`src/rtl/wft_pkg.sv`:
```
// Package for the word frequency table: sizes, codes and word types.
`timescale 1ns / 1ps
`default_nettype none

package wft_pkg;

    // Table geometry
    localparam int MAX_ENTRIES    = 256;
    localparam int MAX_WORD_CHARS = 40;
    localparam int ENT_W          = $clog2(MAX_ENTRIES);
    localparam int LEN_W          = 6;
    localparam int CHARS_DEPTH    = MAX_ENTRIES * MAX_WORD_CHARS;
    localparam int CA_W           = $clog2(CHARS_DEPTH);
    localparam int PEND_AW        = (MAX_WORD_CHARS > 1) ? $clog2(MAX_WORD_CHARS) : 1;
    localparam int CNT_W          = 32;

    // Command queue between front and back
    localparam int FQ_DEPTH = 4;
    localparam int FQ_AW    = $clog2(FQ_DEPTH);

    // Input opcodes
    localparam logic [1:0] OP_CHAR  = 2'd0;
    localparam logic [1:0] OP_READ  = 2'd1;
    localparam logic [1:0] OP_CLEAR = 2'd2;

    typedef enum logic [2:0] {
        ST_INC  = 3'd0,
        ST_ADD  = 3'd1,
        ST_FULL = 3'd2,
        ST_DATA = 3'd3,
        ST_BAD  = 3'd4,
        ST_CLR  = 3'd5
    } t_status;

    typedef enum logic [1:0] {
        CMD_CHAR,
        CMD_READ,
        CMD_CLEAR
    } t_cmd_kind;

    typedef struct packed {
        logic [1:0] opcode;
        logic [7:0] char_in;
        logic       word_end;
        logic [7:0] entry_select;
    } t_word_in;

    typedef struct packed {
        t_status    status;
        logic [7:0] entry_index;
        logic [31:0] occurrences;
        logic [7:0] char_out;
        logic       last_out;
        logic [8:0] entries_used;
    } t_result;

    typedef struct packed {
        t_cmd_kind  kind;
        logic [7:0] ch;
        logic       word_end;
        logic [7:0] sel;
    } t_cmd;

    typedef enum logic [3:0] {
        BK_IDLE,
        BK_LEN_RD,
        BK_LEN_CHK,
        BK_CHR_RD,
        BK_CHR_CHK,
        BK_CNT_RD,
        BK_CNT_UPD,
        BK_CPY_RD,
        BK_CPY_WR,
        BK_APPEND,
        BK_RD_HDR,
        BK_RD_CNT,
        BK_RD_CHR,
        BK_RD_OUT,
        BK_EMIT
    } t_back_state;

endpackage

`default_nettype wire

```
`src/rtl/wft_front.sv`:
```
// Front end: accepts input words, classifies them and queues commands.
`timescale 1ns / 1ps
`default_nettype none

module wft_front import wft_pkg::*; (
    input  wire logic     i_clk,
    input  wire logic     i_rst_n,
    input  wire logic     push,
    input  t_word_in      i_word,
    output logic          full,
    output logic          o_cmd_valid,
    output t_cmd          o_cmd,
    input  wire logic     i_cmd_take
);

    t_cmd             r_q [FQ_DEPTH];
    logic [FQ_AW-1:0] r_wr, n_wr;
    logic [FQ_AW-1:0] r_rd, n_rd;
    logic [FQ_AW:0]   r_cnt, n_cnt;
    logic             wr_en;
    t_cmd             cmd_in;

    // Classify the incoming word; unused opcode is dropped
    always_comb begin
        cmd_in.ch       = i_word.char_in;
        cmd_in.word_end = i_word.word_end;
        cmd_in.sel      = i_word.entry_select;
        cmd_in.kind     = CMD_CHAR;
        wr_en           = 1'b0;
        unique case (i_word.opcode)
            OP_CHAR: begin
                cmd_in.kind = CMD_CHAR;
                wr_en       = push && !full;
            end
            OP_READ: begin
                cmd_in.kind = CMD_READ;
                wr_en       = push && !full;
            end
            OP_CLEAR: begin
                cmd_in.kind = CMD_CLEAR;
                wr_en       = push && !full;
            end
            default: begin
                wr_en = 1'b0;
            end
        endcase
    end

    // Advance queue pointers
    always_comb begin
        n_wr  = r_wr;
        n_rd  = r_rd;
        n_cnt = r_cnt;
        if (wr_en) begin
            n_wr = r_wr + 1'b1;
        end
        if (i_cmd_take) begin
            n_rd = r_rd + 1'b1;
        end
        if (wr_en && !i_cmd_take) begin
            n_cnt = r_cnt + 1'b1;
        end else if (!wr_en && i_cmd_take) begin
            n_cnt = r_cnt - 1'b1;
        end
    end

    always_ff @(posedge i_clk) begin
        if (!i_rst_n) begin
            r_wr  <= '0;
            r_rd  <= '0;
            r_cnt <= '0;
        end else begin
            r_wr  <= n_wr;
            r_rd  <= n_rd;
            r_cnt <= n_cnt;
        end
    end

    // Hold queued commands
    always_ff @(posedge i_clk) begin
        if (wr_en) begin
            r_q[r_wr] <= cmd_in;
        end
    end

    assign full        = (r_cnt == (FQ_AW+1)'(FQ_DEPTH));
    assign o_cmd_valid = (r_cnt != '0);
    assign o_cmd       = r_q[r_rd];

endmodule

`default_nettype wire

```
`config.mk`:
```
export PLATFORM = sky130hd
export DESIGN_NAME = wft_front
export DESIGN_NICKNAME = d
export VERILOG_FILES = /design/src/rtl/wft_pkg.sv /design/src/rtl/wft_front.sv
export SDC_FILE = /design/constraint.sdc
export NUM_CORES = 1
export LEC_CHECK = 0
export ABC_AREA = 1
export BUFFER_PORTS_ARGS = -buffer_cell sky130_fd_sc_hd__buf_2
export CAP_MARGIN = 20
export CORE_UTILIZATION = 25
export CTS_BUF_LIST = sky130_fd_sc_hd__clkbuf_16
export CTS_CLUSTER_DIAMETER = 60
export DETAILED_ROUTE_END_ITERATION = 16
export SLEW_MARGIN = 5
export SYNTH_ARGS = -nofsm -noshare
export SYNTH_HDL_FRONTEND = slang
export SYNTH_SLANG_ARGS = --single-unit
```
`constraint.sdc`:
```
create_clock -name i_clk -period 2.6 [get_ports i_clk]
set_clock_uncertainty 0.2 [all_clocks]
set_input_delay 0.13 -clock i_clk [delete_from_list [all_inputs] [get_ports i_clk]]
set_output_delay 0.13 -clock i_clk [all_outputs]
set_load 0.02 [all_outputs]
```
==> results of run 1 <==
[logic make-up (layout without fill, tap and decap cells)]
group,after synthesis,count (layout)
flops,85,85
compound gates,66,66
simple gates,64,64
buf+inv,31,106
fa+ha+maj,6,6
[registers in the layout, summed over array words and instances (netlist names), named ones only]
signal and cells:
r_rd 2, r_q 76, r_wr 2, r_cnt 3
[through the flow]
stage	cells	instance area, µm²	util [%]	total power, mW
after floorplan	252	3350	-	1.88
after global placement	462	3730	29.1	2.01
after detailed placement	462	3730	29.1	2.02
after CTS	499	4280	33.3	3.47
after global routing	499	4280	33.3	3.57
final	499	4280	33.3	3.44
[cell type report]
cell class / count / area, µm² / area share (%)
Inverter: 20 / 75.1 / 1.76
Multi-Input combinational cell: 136 / 714 / 16.7
Sequential cell: 85 / 2460 / 57.6
Tap cell: 172 / 215 / 5.03
Clock inverter: 7 / 114 / 2.66
Timing Repair Buffer: 70 / 470 / 11.0
Clock buffer: 9 / 225 / 5.27
[worst paths after layout]
| path | from | to |
|---|---|---|
| max | i_word[17] | r_cnt[2] |
| min | push | r_wr[1] |
| max reg2reg | r_cnt[0] | r_cnt[2] |
| min reg2reg | r_rd[1] | r_rd[1] |
[layout by cell type (no fill, tap or decap), types with 2 or more instances in the layout]
master	instances
sky130_fd_sc_hd__o21ai_0	40
sky130_fd_sc_hd__clkbuf_16	9
sky130_fd_sc_hd__edfxtp_1	76
sky130_fd_sc_hd__dfxtp_1	9
sky130_fd_sc_hd__nand3b_1	2
sky130_fd_sc_hd__a21oi_1	4
sky130_fd_sc_hd__buf_2	43
sky130_fd_sc_hd__nor2_1	44
sky130_fd_sc_hd__dlygate4sd3_1	21
sky130_fd_sc_hd__inv_1	18
sky130_fd_sc_hd__bufinv_16	3
sky130_fd_sc_hd__buf_4	6
sky130_fd_sc_hd__inv_2	2
sky130_fd_sc_hd__o22ai_1	19
sky130_fd_sc_hd__ha_1	5
sky130_fd_sc_hd__nor2_2	7
sky130_fd_sc_hd__clkinv_1	2
sky130_fd_sc_hd__nand3_1	2
sky130_fd_sc_hd__nand2_1	8
[cells in the mapped netlist, types with 2 or more instances]
library cell	number
sky130_fd_sc_hd__a21oi_1	4
sky130_fd_sc_hd__buf_6	4
sky130_fd_sc_hd__buf_8	2
sky130_fd_sc_hd__dfxtp_1	9
sky130_fd_sc_hd__edfxtp_1	76
sky130_fd_sc_hd__ha_1	5
sky130_fd_sc_hd__inv_1	18
sky130_fd_sc_hd__inv_2	2
sky130_fd_sc_hd__nand2_1	8
sky130_fd_sc_hd__nand3_1	2
sky130_fd_sc_hd__nand3b_1	2
sky130_fd_sc_hd__nor2_1	48
sky130_fd_sc_hd__nor2_2	3
sky130_fd_sc_hd__o21ai_0	40
sky130_fd_sc_hd__o22ai_1	19
[metal layers]
layer,global-route usage [%],vias up
li1,-,1044
met1,11.7,1058
met2,16.9,32
met3,2.86,4
met4,4.09,0
met5,0,-
[worst max-delay path, stage by stage]
cell                            delay, ns
sky130_fd_sc_hd__dlygate4sd3_1       0.53
sky130_fd_sc_hd__buf_2               0.14
sky130_fd_sc_hd__a21oi_2             0.21
sky130_fd_sc_hd__nand2_2             0.16
sky130_fd_sc_hd__inv_1               0.09
sky130_fd_sc_hd__ha_1                0.16
sky130_fd_sc_hd__inv_1               0.07
sky130_fd_sc_hd__fa_1                0.38
sky130_fd_sc_hd__inv_1               0.07
sky130_fd_sc_hd__nand2_1             0.05
sky130_fd_sc_hd__nand3b_1            0.10
sky130_fd_sc_hd__nand2_1             0.06
sky130_fd_sc_hd__nand2_1             0.05
sky130_fd_sc_hd__nor2_1              0.03
[what timing repair did]
action,in CTS,in global routing
hold buffers,21,0
endpoints found under the hold margin,85,0
buffers inserted,0,0
[power by group]
group          internal [mW]  switching [mW]  total [mW]
clock                  0.933           0.494        1.43
sequential              1.57          0.0230        1.59
combinational          0.142           0.276       0.417
==> reports/qor.csv, run 1 <==
stage,metric,value,unit
logic_synthesis,yosys.area.top_type_share,68.0,%
logic_synthesis,synth-simple-area-share,7.76,%
floorplanning,start_util,26.2,%
critical_path,timing_worst_setup_path_type,input port to flop,
logic_synthesis,synthesized_area_fraction_occupied_by_ao_oa_aoi_and_oai_cells,10.8,%
logic_synthesis,synth-adder-area-share,2.46,%
finish,area_delta_synth_final,27.5,%
timing,maxSlewViolCount,0,
critical_path,reg2regPathDepth,13,
timing,timing.slew.headroom,55.6,%
drt,ant_nets,0,
logic_synthesis,yosys-top-cells-area,"sky130_fd_sc_hd__edfxtp_1 (68%), sky130_fd_sc_hd__o21ai_0 (6.0%), sky130_fd_sc_hd__dfxtp_1 (5.4%)",
critical_path,crit_required,2.63,ns
drt,dr_total_vias,2138,
drt,wl_met3,257,µm
floorplanning,ioPinCount,44,
finish,ant_diodes,0,
drt,drc,0,
job,drv.max_cap_violation_count,0,
finish,design.final.nets,351,
critical_path,regToRegSetupSlack,0.48,ns
timing,final_critical_path_setup_slack,0.397,ns
critical_path,worst-endpoint-arrival,2.24,ns
run_status,run_status,completed,
placement,portBuffers,43,
logic_synthesis,postSynthCellCount,252,
drt,drt_pre_antenna_iters,4,
drt,wl_met2,3.44,mm
floorplanning,design.die.area,13900,µm²
floorplanning,fp.dieH,118,µm
timing,fin_setup_tns,0,ns
logic_synthesis,seq_cells_post_synth,85,
critical_path,crit_fanout,7,
critical_path,setup.worst_path.start_class,input port,
logic_synthesis,synth_edf_count,76,
global_routing,grt_overflow_total,0,
floorplanning,placeableCoreArea,12800,µm²
timing,holdWs,0.0110,ns
cts,cts_tree,done,
timing,timing.final.hold_violations,0,
timing,rsz_0062_raised_after_global_routing,no,
floorplanning,die_w,118,µm
finish,share_of_final_layout_standard_cells_stronger_than_drive_strength_1,22.9,%
logic_synthesis,synth-xor-area-share,0,%
cts,cts_num_sinks,85,
cts,root_buffer,sky130_fd_sc_hd__clkbuf_16,
cts,clkSlewWorstSetupHoldPaths,0.06,ns
timing,min_period,2.20,ns
timing,max_slew.worst_pin.slew,0.666,ns
drt,detailedRoute.firstIterationViolations,121,
hold_path,whs_path_depth,5,
placement,pre_cts_ws,0.478,ns
timing,setup_viol,0,
drt,wl_met1,3.00,mm
logic_synthesis,ys_warn_count,0,
placement,post-dp-hpwl,3.96,mm
global_routing,antenna_found_initial,0,
cts,ctsLongestPathBuffers,2,
cts,h-tree-depth,3,
logic_synthesis,synthDistinctLibCells,25,
power_and_ir_drop,power_density,804,nW/µm²
floorplanning,row_count,41,
timing,post-route-period-util,84.7,%
drt,via_per_inst,4.28,
power_and_ir_drop,maximum_ir_drop_on_the_vdd_rail,0.000286,V
global_routing,grt_pass1_vias,2049,
finish,fillerInstances,1276,
global_routing,grt_max_degree,39,
cts,cts_inserted_buffers,9,
logic_synthesis,ys_dominant_reg_cell,sky130_fd_sc_hd__edfxtp_1,
logic_synthesis,yosys-mux-area-fraction,0,%
logic_synthesis,yosysSeqAreaShare,73.4,%
cts,clkLatencyLatePin,0.33,ns
global_routing,groute.usage.overall,9.96,%
drt,route.detailed.wl_per_inst,13.5,µm
logic_synthesis,netlist.top_cell.by_area,sky130_fd_sc_hd__edfxtp_1,
logic_synthesis,combined_area_of_all_synthesized_cells,3350,µm²
power_and_ir_drop,cellLeakagePower,1.57,nW
global_routing,grt_first_pass_wirelength,10.5,mm
drt,dr.max_layer_used,met4,
drt,drt-total-wl,6.75,mm
logic_synthesis,post_synthesis_mean_instance_area,13.3,µm²
logic_synthesis,synth-async-reset-ratio,0,%
cts,total_of_cells_resized_after_clock_tree_synthesis,0,
hold_path,hold_removal_path_class,input port to flop,
critical_path,critical_path.endpoint_type,flop,
placement,gp_congestion,0.712,
logic_synthesis,synth_nets,281,
timing,fmaxAchievable,454,MHz
logic_synthesis,dominant_combinational_cell_family_by_area_after_synthesis,compound AO/OA/AOI/OAI gates,
Power figures use the tool's default switching activity.
==> inputs of run 2 (changes only) <==
Clock period 2.6 ns to 1.91 ns, I/O delays scaled along.
==> run 2 against run 1 <==
Worst setup slack worse by 0.33 ns. Count of clock-buffer cells in the layout unchanged. Sequential share of layout area down 1.7 points. Global-route usage up 0.42 points. Clock power up 20%. Critical path depth down 5. Routed wire length up 0.74%. First-iteration DRC count up 13%. Critical path type is now flop to flop. Highest routed layer unchanged.
==> reports/qor.csv, run 2 (synthesis results as in run 1) <==
stage,metric,value,unit,change
drt,drt-total-wl,6.80,mm,+0.74%
floorplanning,row_count,41,,unchanged
finish,design.final.nets,360,,+2.6%
placement,post-dp-hpwl,4.13,mm,+4.4%
drt,wl_met2,3.39,mm,-1.7%
timing,fmaxAchievable,544,MHz,
finish,number_of_flip_flops_under_the_largest_register_name,76,,unchanged
critical_path,worst-endpoint-arrival,1.85,ns,-0.39 ns
global_routing,grt_first_pass_wirelength,11.0,mm,+4.7%
timing,final_critical_path_setup_slack,0.0707,ns,-0.326 ns
drt,ant_nets,0,,unchanged
drt,dr.max_layer_used,met4,,
critical_path,crit_slowest_cell,sky130_fd_sc_hd__fa_2,,
floorplanning,start_util,26.2,%,unchanged
timing,timing.slew.headroom,78.2,%,+23 points
critical_path,critPathCapture,r_cnt[1],,
placement,portBuffers,43,,unchanged
timing,maxSlewViolCount,0,,unchanged
drt,wl_met3,178,µm,-31%
floorplanning,ioPinCount,44,,unchanged
run_status,run_status,completed,,
cts,cts_inserted_buffers,9,,unchanged
global_routing,grt_max_degree,27,,-31%
finish,layout_top_registers,"r_q x76, r_cnt x3",,
drt,detailedRoute.firstIterationViolations,137,,+13%
finish,largest-register,r_q,,
timing,post-route-period-util,96.3,%,
critical_path,setup.worst_path.start_class,flop,,
global_routing,antenna_found_initial,0,,unchanged
critical_path,crit_required,1.92,ns,-0.71 ns
power_and_ir_drop,maximum_ir_drop_on_the_vdd_rail,0.000382,V,+33%
global_routing,groute.usage.overall,10.4,%,+0.42 points
finish,ant_diodes,0,,unchanged
floorplanning,placeableCoreArea,12800,µm²,unchanged
job,drv.max_cap_violation_count,0,,unchanged
finish,fin_cells,508,,+1.8%
critical_path,cpLargestDelayFamily,adder cells,,
finish,most-common-layout-cells,"sky130_fd_sc_hd__edfxtp_1 (76), sky130_fd_sc_hd__nor2_1 (44), sky130_fd_sc_hd__buf_2 (43)",,
drt,drc,0,,unchanged
cts,h-tree-depth,3,,unchanged
cts,clkLatencyLatePin,0.33,ns,about the same
drt,route.detailed.wl_per_inst,13.4,µm,-1.0%
cts,cts_tree,done,,
floorplanning,die_w,118,µm,unchanged
drt,via_per_inst,4.18,,-2.5%
critical_path,crit_startpoint,r_cnt[1],,
drt,wl_met1,3.11,mm,+3.7%
critical_path,regToRegSetupSlack,0.07,ns,-0.41 ns
power_and_ir_drop,report.power.total,4.52,mW,+32%
finish,share_of_final_layout_standard_cells_stronger_than_drive_strength_1,27.4,%,+4.4 points
finish,post-route-util,34.4,%,+1.1 points
timing,rsz_0062_raised_after_global_routing,no,,
floorplanning,design.die.area,13900,µm²,unchanged
power_and_ir_drop,power_density,1020,nW/µm²,+27%
placement,dpl_cell_area,3830,µm²,+2.7%
drt,dr_total_vias,2123,,-0.70%
critical_path,critical_r2r_capture,r_cnt[1],,
cts,ctsLongestPathBuffers,2,,unchanged
global_routing,grt_overflow_total,0,,unchanged
hold_path,worst_hold_startpoint,i_word[18],,
timing,holdWs,0.0826,ns,+0.0716 ns
cts,clkSlewWorstSetupHoldPaths,0.06,ns,about the same
critical_path,regToRegStartpoint,r_cnt[1],,
placement,pre_cts_ws,-0.0299,ns,-0.507 ns
cts,cts_num_sinks,85,,unchanged
critical_path,reg2regPathDepth,9,,-4
cts,root_buffer,sky130_fd_sc_hd__clkbuf_16,,
critical_path,crit_path_max_incr_delay,0.42,ns,-0.11 ns
placement,place_inst,467,,+1.1%
placement,gp_congestion,0.696,,-2.3%
critical_path,path_buf_inv,3,,-2
timing,min_period,1.84,ns,
timing,timing.final.hold_violations,0,,unchanged
power_and_ir_drop,cellLeakagePower,1.62,nW,+3.2%
critical_path,critPathMostFrequentCell,sky130_fd_sc_hd__inv_2,,
critical_path,timing_worst_setup_path_type,flop to flop,,
finish,area_delta_synth_final,31.6,%,
finish,design_area_final,4410,µm²,+3.2%
hold_path,hold_removal_path_class,input port to flop,,
timing,max_slew.worst_pin.slew,0.326,ns,-0.340 ns
timing,setup_viol,0,,unchanged
drt,drt_pre_antenna_iters,4,,unchanged
critical_path,worstPathCellList,inv_1 > nand3_2 > nand2_2 > inv_2 > ha_4 > inv_2 > fa_2 > o21ai_0 > a21oi_1,,
timing,fin_setup_tns,0,ns,unchanged
finish,layout.cells.most_common,sky130_fd_sc_hd__edfxtp_1,,
critical_path,critical_path.endpoint_type,flop,,
floorplanning,fp.dieH,118,µm,unchanged
global_routing,grt_pass1_vias,2171,,+6.0%
critical_path,crit_fanout,3,,-4
critical_path,crit_cells,9,,-5
## run 2: changes by cell type in the layout (fill, tap and decap cells not counted), sizes merged
cell,previous run,this run
buf,49,56
bufinv,3,1
dlygate4sd3,21,23
clkinv,3,4
inv,20,21
## run 2: repair_timing
item | CTS | global route
setup buffers | 0 | 2
pin swaps | 0 | 3
setup endpoints to repair | 5 | 7
gates resized for setup | 4 | 13
hold buffers | 23 | 0
endpoints found under the hold margin | 85 | 0
## run 2: worst min path at each step
stage	end	slack, ns	cells after the start
final	r_wr[0]	0.08	6
after detailed placement	r_q[0][11]	0.12	1
after global placement	r_q[0][11]	0.11	1
after floorplan	r_q[0][0]	-0.006	0
after CTS	r_wr[0]	0.06	6
after global routing	r_wr[0]	0.14	7
## run 2: worst min-delay path, stage by stage
cell and delay (ns):
sky130_fd_sc_hd__buf_2 0.10, sky130_fd_sc_hd__a21oi_2 0.06, sky130_fd_sc_hd__nand2_2 0.06, sky130_fd_sc_hd__buf_4 0.15, sky130_fd_sc_hd__nor2_1 0.04, sky130_fd_sc_hd__nor2_1 0.08
## run 2: routing by layer
layer  global-route usage, %  up-vias
met5                       0        -
met4                    4.33        0
met3                    2.81        9
met2                    17.0       31
met1                    12.9     1023
li1                        -     1060
## run 2: cell type report
cell class | instances | area (µm²)
Tap cell | 172 | 215
Clock buffer | 9 | 225
Sequential cell | 85 | 2470
Clock inverter | 7 | 76.3
Multi-Input combinational cell | 136 | 734
Fill cell | 1278 | 8410
Timing Repair Buffer | 79 | 613
Inverter | 20 | 82.6
## run 2: where the power goes
part,switching [mW],total (mW),internal (mW)
sequential,0.0370,2.18,2.14
clock,0.695,1.71,1.02
combinational,0.386,0.633,0.247
==> inputs of run 3 (changes only) <==
Settings changed: HOLD_SLACK_MARGIN from default to 0.06.
Clock period 1.91 ns to 1.8 ns, I/O delays scaled along.
==> run 3 against run 2 <==
Clock power grew 13%. First-iteration DRC count shrank 50%. Flip-flop and latch count is the same. Critical path depth grew 4. Sequential share of layout area shrank 0.83 points. Core utilization grew 0.54 points. Largest cell class unchanged. Register-to-register slack lost 0.05 ns. Via count grew 1.5%. Global-route usage shrank 0.39 points.
==> reports/qor.csv, run 3 (synthesis results as in run 1) <==
stage,metric,value,unit,change
finish,layout_top_registers,"r_q x76, r_cnt x3",,
finish,number_of_flip_flops_under_the_largest_register_name,76,,unchanged
drt,dr_total_vias,2154,,+1.5%
critical_path,worstPathCellList,inv_2 > nand3_2 > nand2_2 > inv_2 > ha_4 > inv_2 > fa_2 > inv_2 > nand2_1 > nand3b_1 > nand2_1 > nand2_1 > nor2_1,,
cts,root_buffer,sky130_fd_sc_hd__clkbuf_16,,
power_and_ir_drop,comb_power_share,14.3,%,+0.3 points
cts,h-tree-depth,3,,unchanged
floorplanning,ioPinCount,44,,unchanged
cts,clkLatencyLatePin,0.33,ns,about the same
critical_path,worst-endpoint-arrival,1.82,ns,-0.03 ns
drt,dr.max_layer_used,met4,,
floorplanning,fp.dieH,118,µm,unchanged
global_routing,groute.usage.overall,10.0,%,-0.39 points
power_and_ir_drop,maximum_ir_drop_on_the_vdd_rail,0.000326,V,-15%
timing,post-route-period-util,98.9,%,+2.6 points
finish,area_delta_synth_final,33.6,%,
critical_path,critical_path.endpoint_type,flop,,
critical_path,critPathMostFrequentCell,sky130_fd_sc_hd__inv_2,,
hold_path,hold_removal_path_class,input port to flop,,
run_status,run_status,completed,,
cts,cts_inserted_buffers,9,,unchanged
cts,cts_num_sinks,85,,unchanged
finish,share_of_final_layout_standard_cells_stronger_than_drive_strength_1,29.9,%,+2.5 points
global_routing,grt_max_degree,27,,unchanged
finish,ant_diodes,0,,unchanged
placement,place_inst,470,,+0.64%
placement,gp_congestion,0.736,,+5.7%
cts,clkSlewWorstSetupHoldPaths,0.06,ns,about the same
drt,ant_nets,0,,unchanged
finish,design_area_final,4480,µm²,+1.6%
critical_path,crit_path_max_incr_delay,0.36,ns,-0.06 ns
drt,drc,0,,unchanged
drt,via_per_inst,4.20,,+0.47%
finish,design.final.nets,365,,+1.4%
floorplanning,start_util,26.2,%,unchanged
floorplanning,die_w,118,µm,unchanged
timing,max_slew.worst_pin.slew,0.236,ns,-0.0898 ns
global_routing,antenna_found_initial,0,,unchanged
global_routing,grt_first_pass_wirelength,10.5,mm,-4.8%
power_and_ir_drop,switching_share,23.6,%,-1.1 points
drt,wl_met3,229,µm,+29%
placement,dpl_cell_area,3840,µm²,+0.46%
power_and_ir_drop,internal-power,3.77,mW,+11%
cts,ctsLongestPathBuffers,2,,unchanged
power_and_ir_drop,pwr-share-seq,46.7,%,-1.4 points
timing,timing.slew.headroom,84.1,%,+5.9 points
timing,rsz_0062_raised_after_global_routing,yes,,
finish,most-common-layout-cells,"sky130_fd_sc_hd__edfxtp_1 (76), sky130_fd_sc_hd__nor2_1 (44), sky130_fd_sc_hd__buf_2 (41)",,
global_routing,grt_pass1_vias,2108,,-2.9%
critical_path,crit_slowest_cell,sky130_fd_sc_hd__fa_2,,
drt,drt-total-wl,6.57,mm,-3.4%
timing,min_period,1.78,ns,-0.0588 ns
power_and_ir_drop,power_density,1100,nW/µm²,+7.5%
timing,fmaxAchievable,562,MHz,+3.3%
drt,detailedRoute.firstIterationViolations,68,,-50%
floorplanning,row_count,41,,unchanged
power_and_ir_drop,clkPwrFrac,39.1,%,+1.2 points
placement,post-dp-hpwl,4.19,mm,+1.4%
critical_path,setup.worst_path.start_class,flop,,
critical_path,crit_required,1.83,ns,-0.09 ns
floorplanning,design.die.area,13900,µm²,unchanged
finish,layout.cells.most_common,sky130_fd_sc_hd__edfxtp_1,,
power_and_ir_drop,cellLeakagePower,1.65,nW,+1.9%
placement,portBuffers,43,,unchanged
power_and_ir_drop,power_switching,1.17,mW,+4.3%
timing,timing.final.hold_violations,0,,unchanged
finish,fin_cells,513,,+0.98%
drt,wl_met1,2.94,mm,-5.4%
cts,cts_tree,done,,
global_routing,grt_overflow_total,0,,unchanged
job,drv.max_cap_violation_count,0,,unchanged
critical_path,timing_worst_setup_path_type,flop to flop,,
finish,largest-register,r_q,,
critical_path,crit_fanout,4,,+1
drt,route.detailed.wl_per_inst,12.8,µm,-4.3%
drt,wl_met2,3.30,mm,-2.5%
timing,maxSlewViolCount,0,,unchanged
drt,drt_pre_antenna_iters,4,,unchanged
floorplanning,placeableCoreArea,12800,µm²,unchanged
timing,setup_viol,0,,unchanged
-- run 3: cell types whose count changed in the layout (fill, tap and decap cells not counted), moves of 2 or more --
cell,previous run,this run
sky130_fd_sc_hd__buf_4,7,12
sky130_fd_sc_hd__buf_6,0,3
sky130_fd_sc_hd__inv_1,16,13
sky130_fd_sc_hd__inv_2,3,6
sky130_fd_sc_hd__buf_2,43,41
sky130_fd_sc_hd__clkinv_4,4,2
sky130_fd_sc_hd__o21ai_0,39,37
-- run 3: cell type report --
cell class              count  area (µm²)
well taps                 172         215
multi-input cells         136         744
flip-flops and latches     85        2470
fillers                  1267        8340
clock buffers               9         225
clock inverters             7        97.6
repair buffers             84         654
inverters                  20        77.6
-- run 3: power groups by stage --
stage / combinational [mW] / clock (mW) / sequential (mW)
6_report: 0.705 / 1.93 / 2.31
5_1_grt: 0.779 / 2.04 / 2.32
4_1_cts: 0.689 / 1.97 / 2.30
3_5_place_dp: 0.627 / 0 / 2.35
3_3_place_gp: 0.611 / 0 / 2.34
2_1_floorplan: 0.388 / 0 / 2.34
-- run 3: metal layers --
metal	global-route usage (%)	up-vias
met5	0	-
met4	5.69	0
met3	2.37	10
met2	16.9	30
met1	11.6	1036
li1	-	1078
-- run 3: worst paths after layout --
| check | start | to | slack, ns | depth (start not counted) |
|---|---|---|---|---|
| worst max register to register | r_cnt[0] | r_cnt[2] | 0.02 | 13 |
| worst min-delay path | i_word[18] | r_wr[0] | 0.09 | 6 |
| worst max-delay path | r_cnt[0] | r_cnt[2] | 0.02 | 13 |
| worst min register to register | r_rd[1] | flop | 0.26 | 1 |
-- run 3: stage by stage --
step	setup slack [ns]	hold slack [ns]	setup TNS, ns	power [mW]	util [%]
4_1_cts	-0.00761	0.0755	-0.0119	4.97	34.5
6_report	0.0195	0.0920	0	4.94	34.9
2_1_floorplan	-0.209	-0.0111	-15.11	2.73	-
3_3_place_gp	0.0187	0.101	0	2.96	30.0
5_1_grt	-0.117	0.151	-0.123	5.13	34.9
3_5_place_dp	-0.0537	0.108	-0.0537	2.97	30.0
-- run 3: what timing repair did --
action,in CTS,in global routing
setup buffers,1,3
endpoints found under the hold margin,85,0
endpoints found under the setup margin,9,16
hold buffers,23,0
gates resized for setup,7,13
pin swaps,1,6
-- run 3: critical path: cells and delay by family, from the launching register on --
kind	cells	cell delay, ns
simple gates	7	0.44
flops	1	0.34
buf+inv	4	0.21
fa+ha+maj	2	0.48
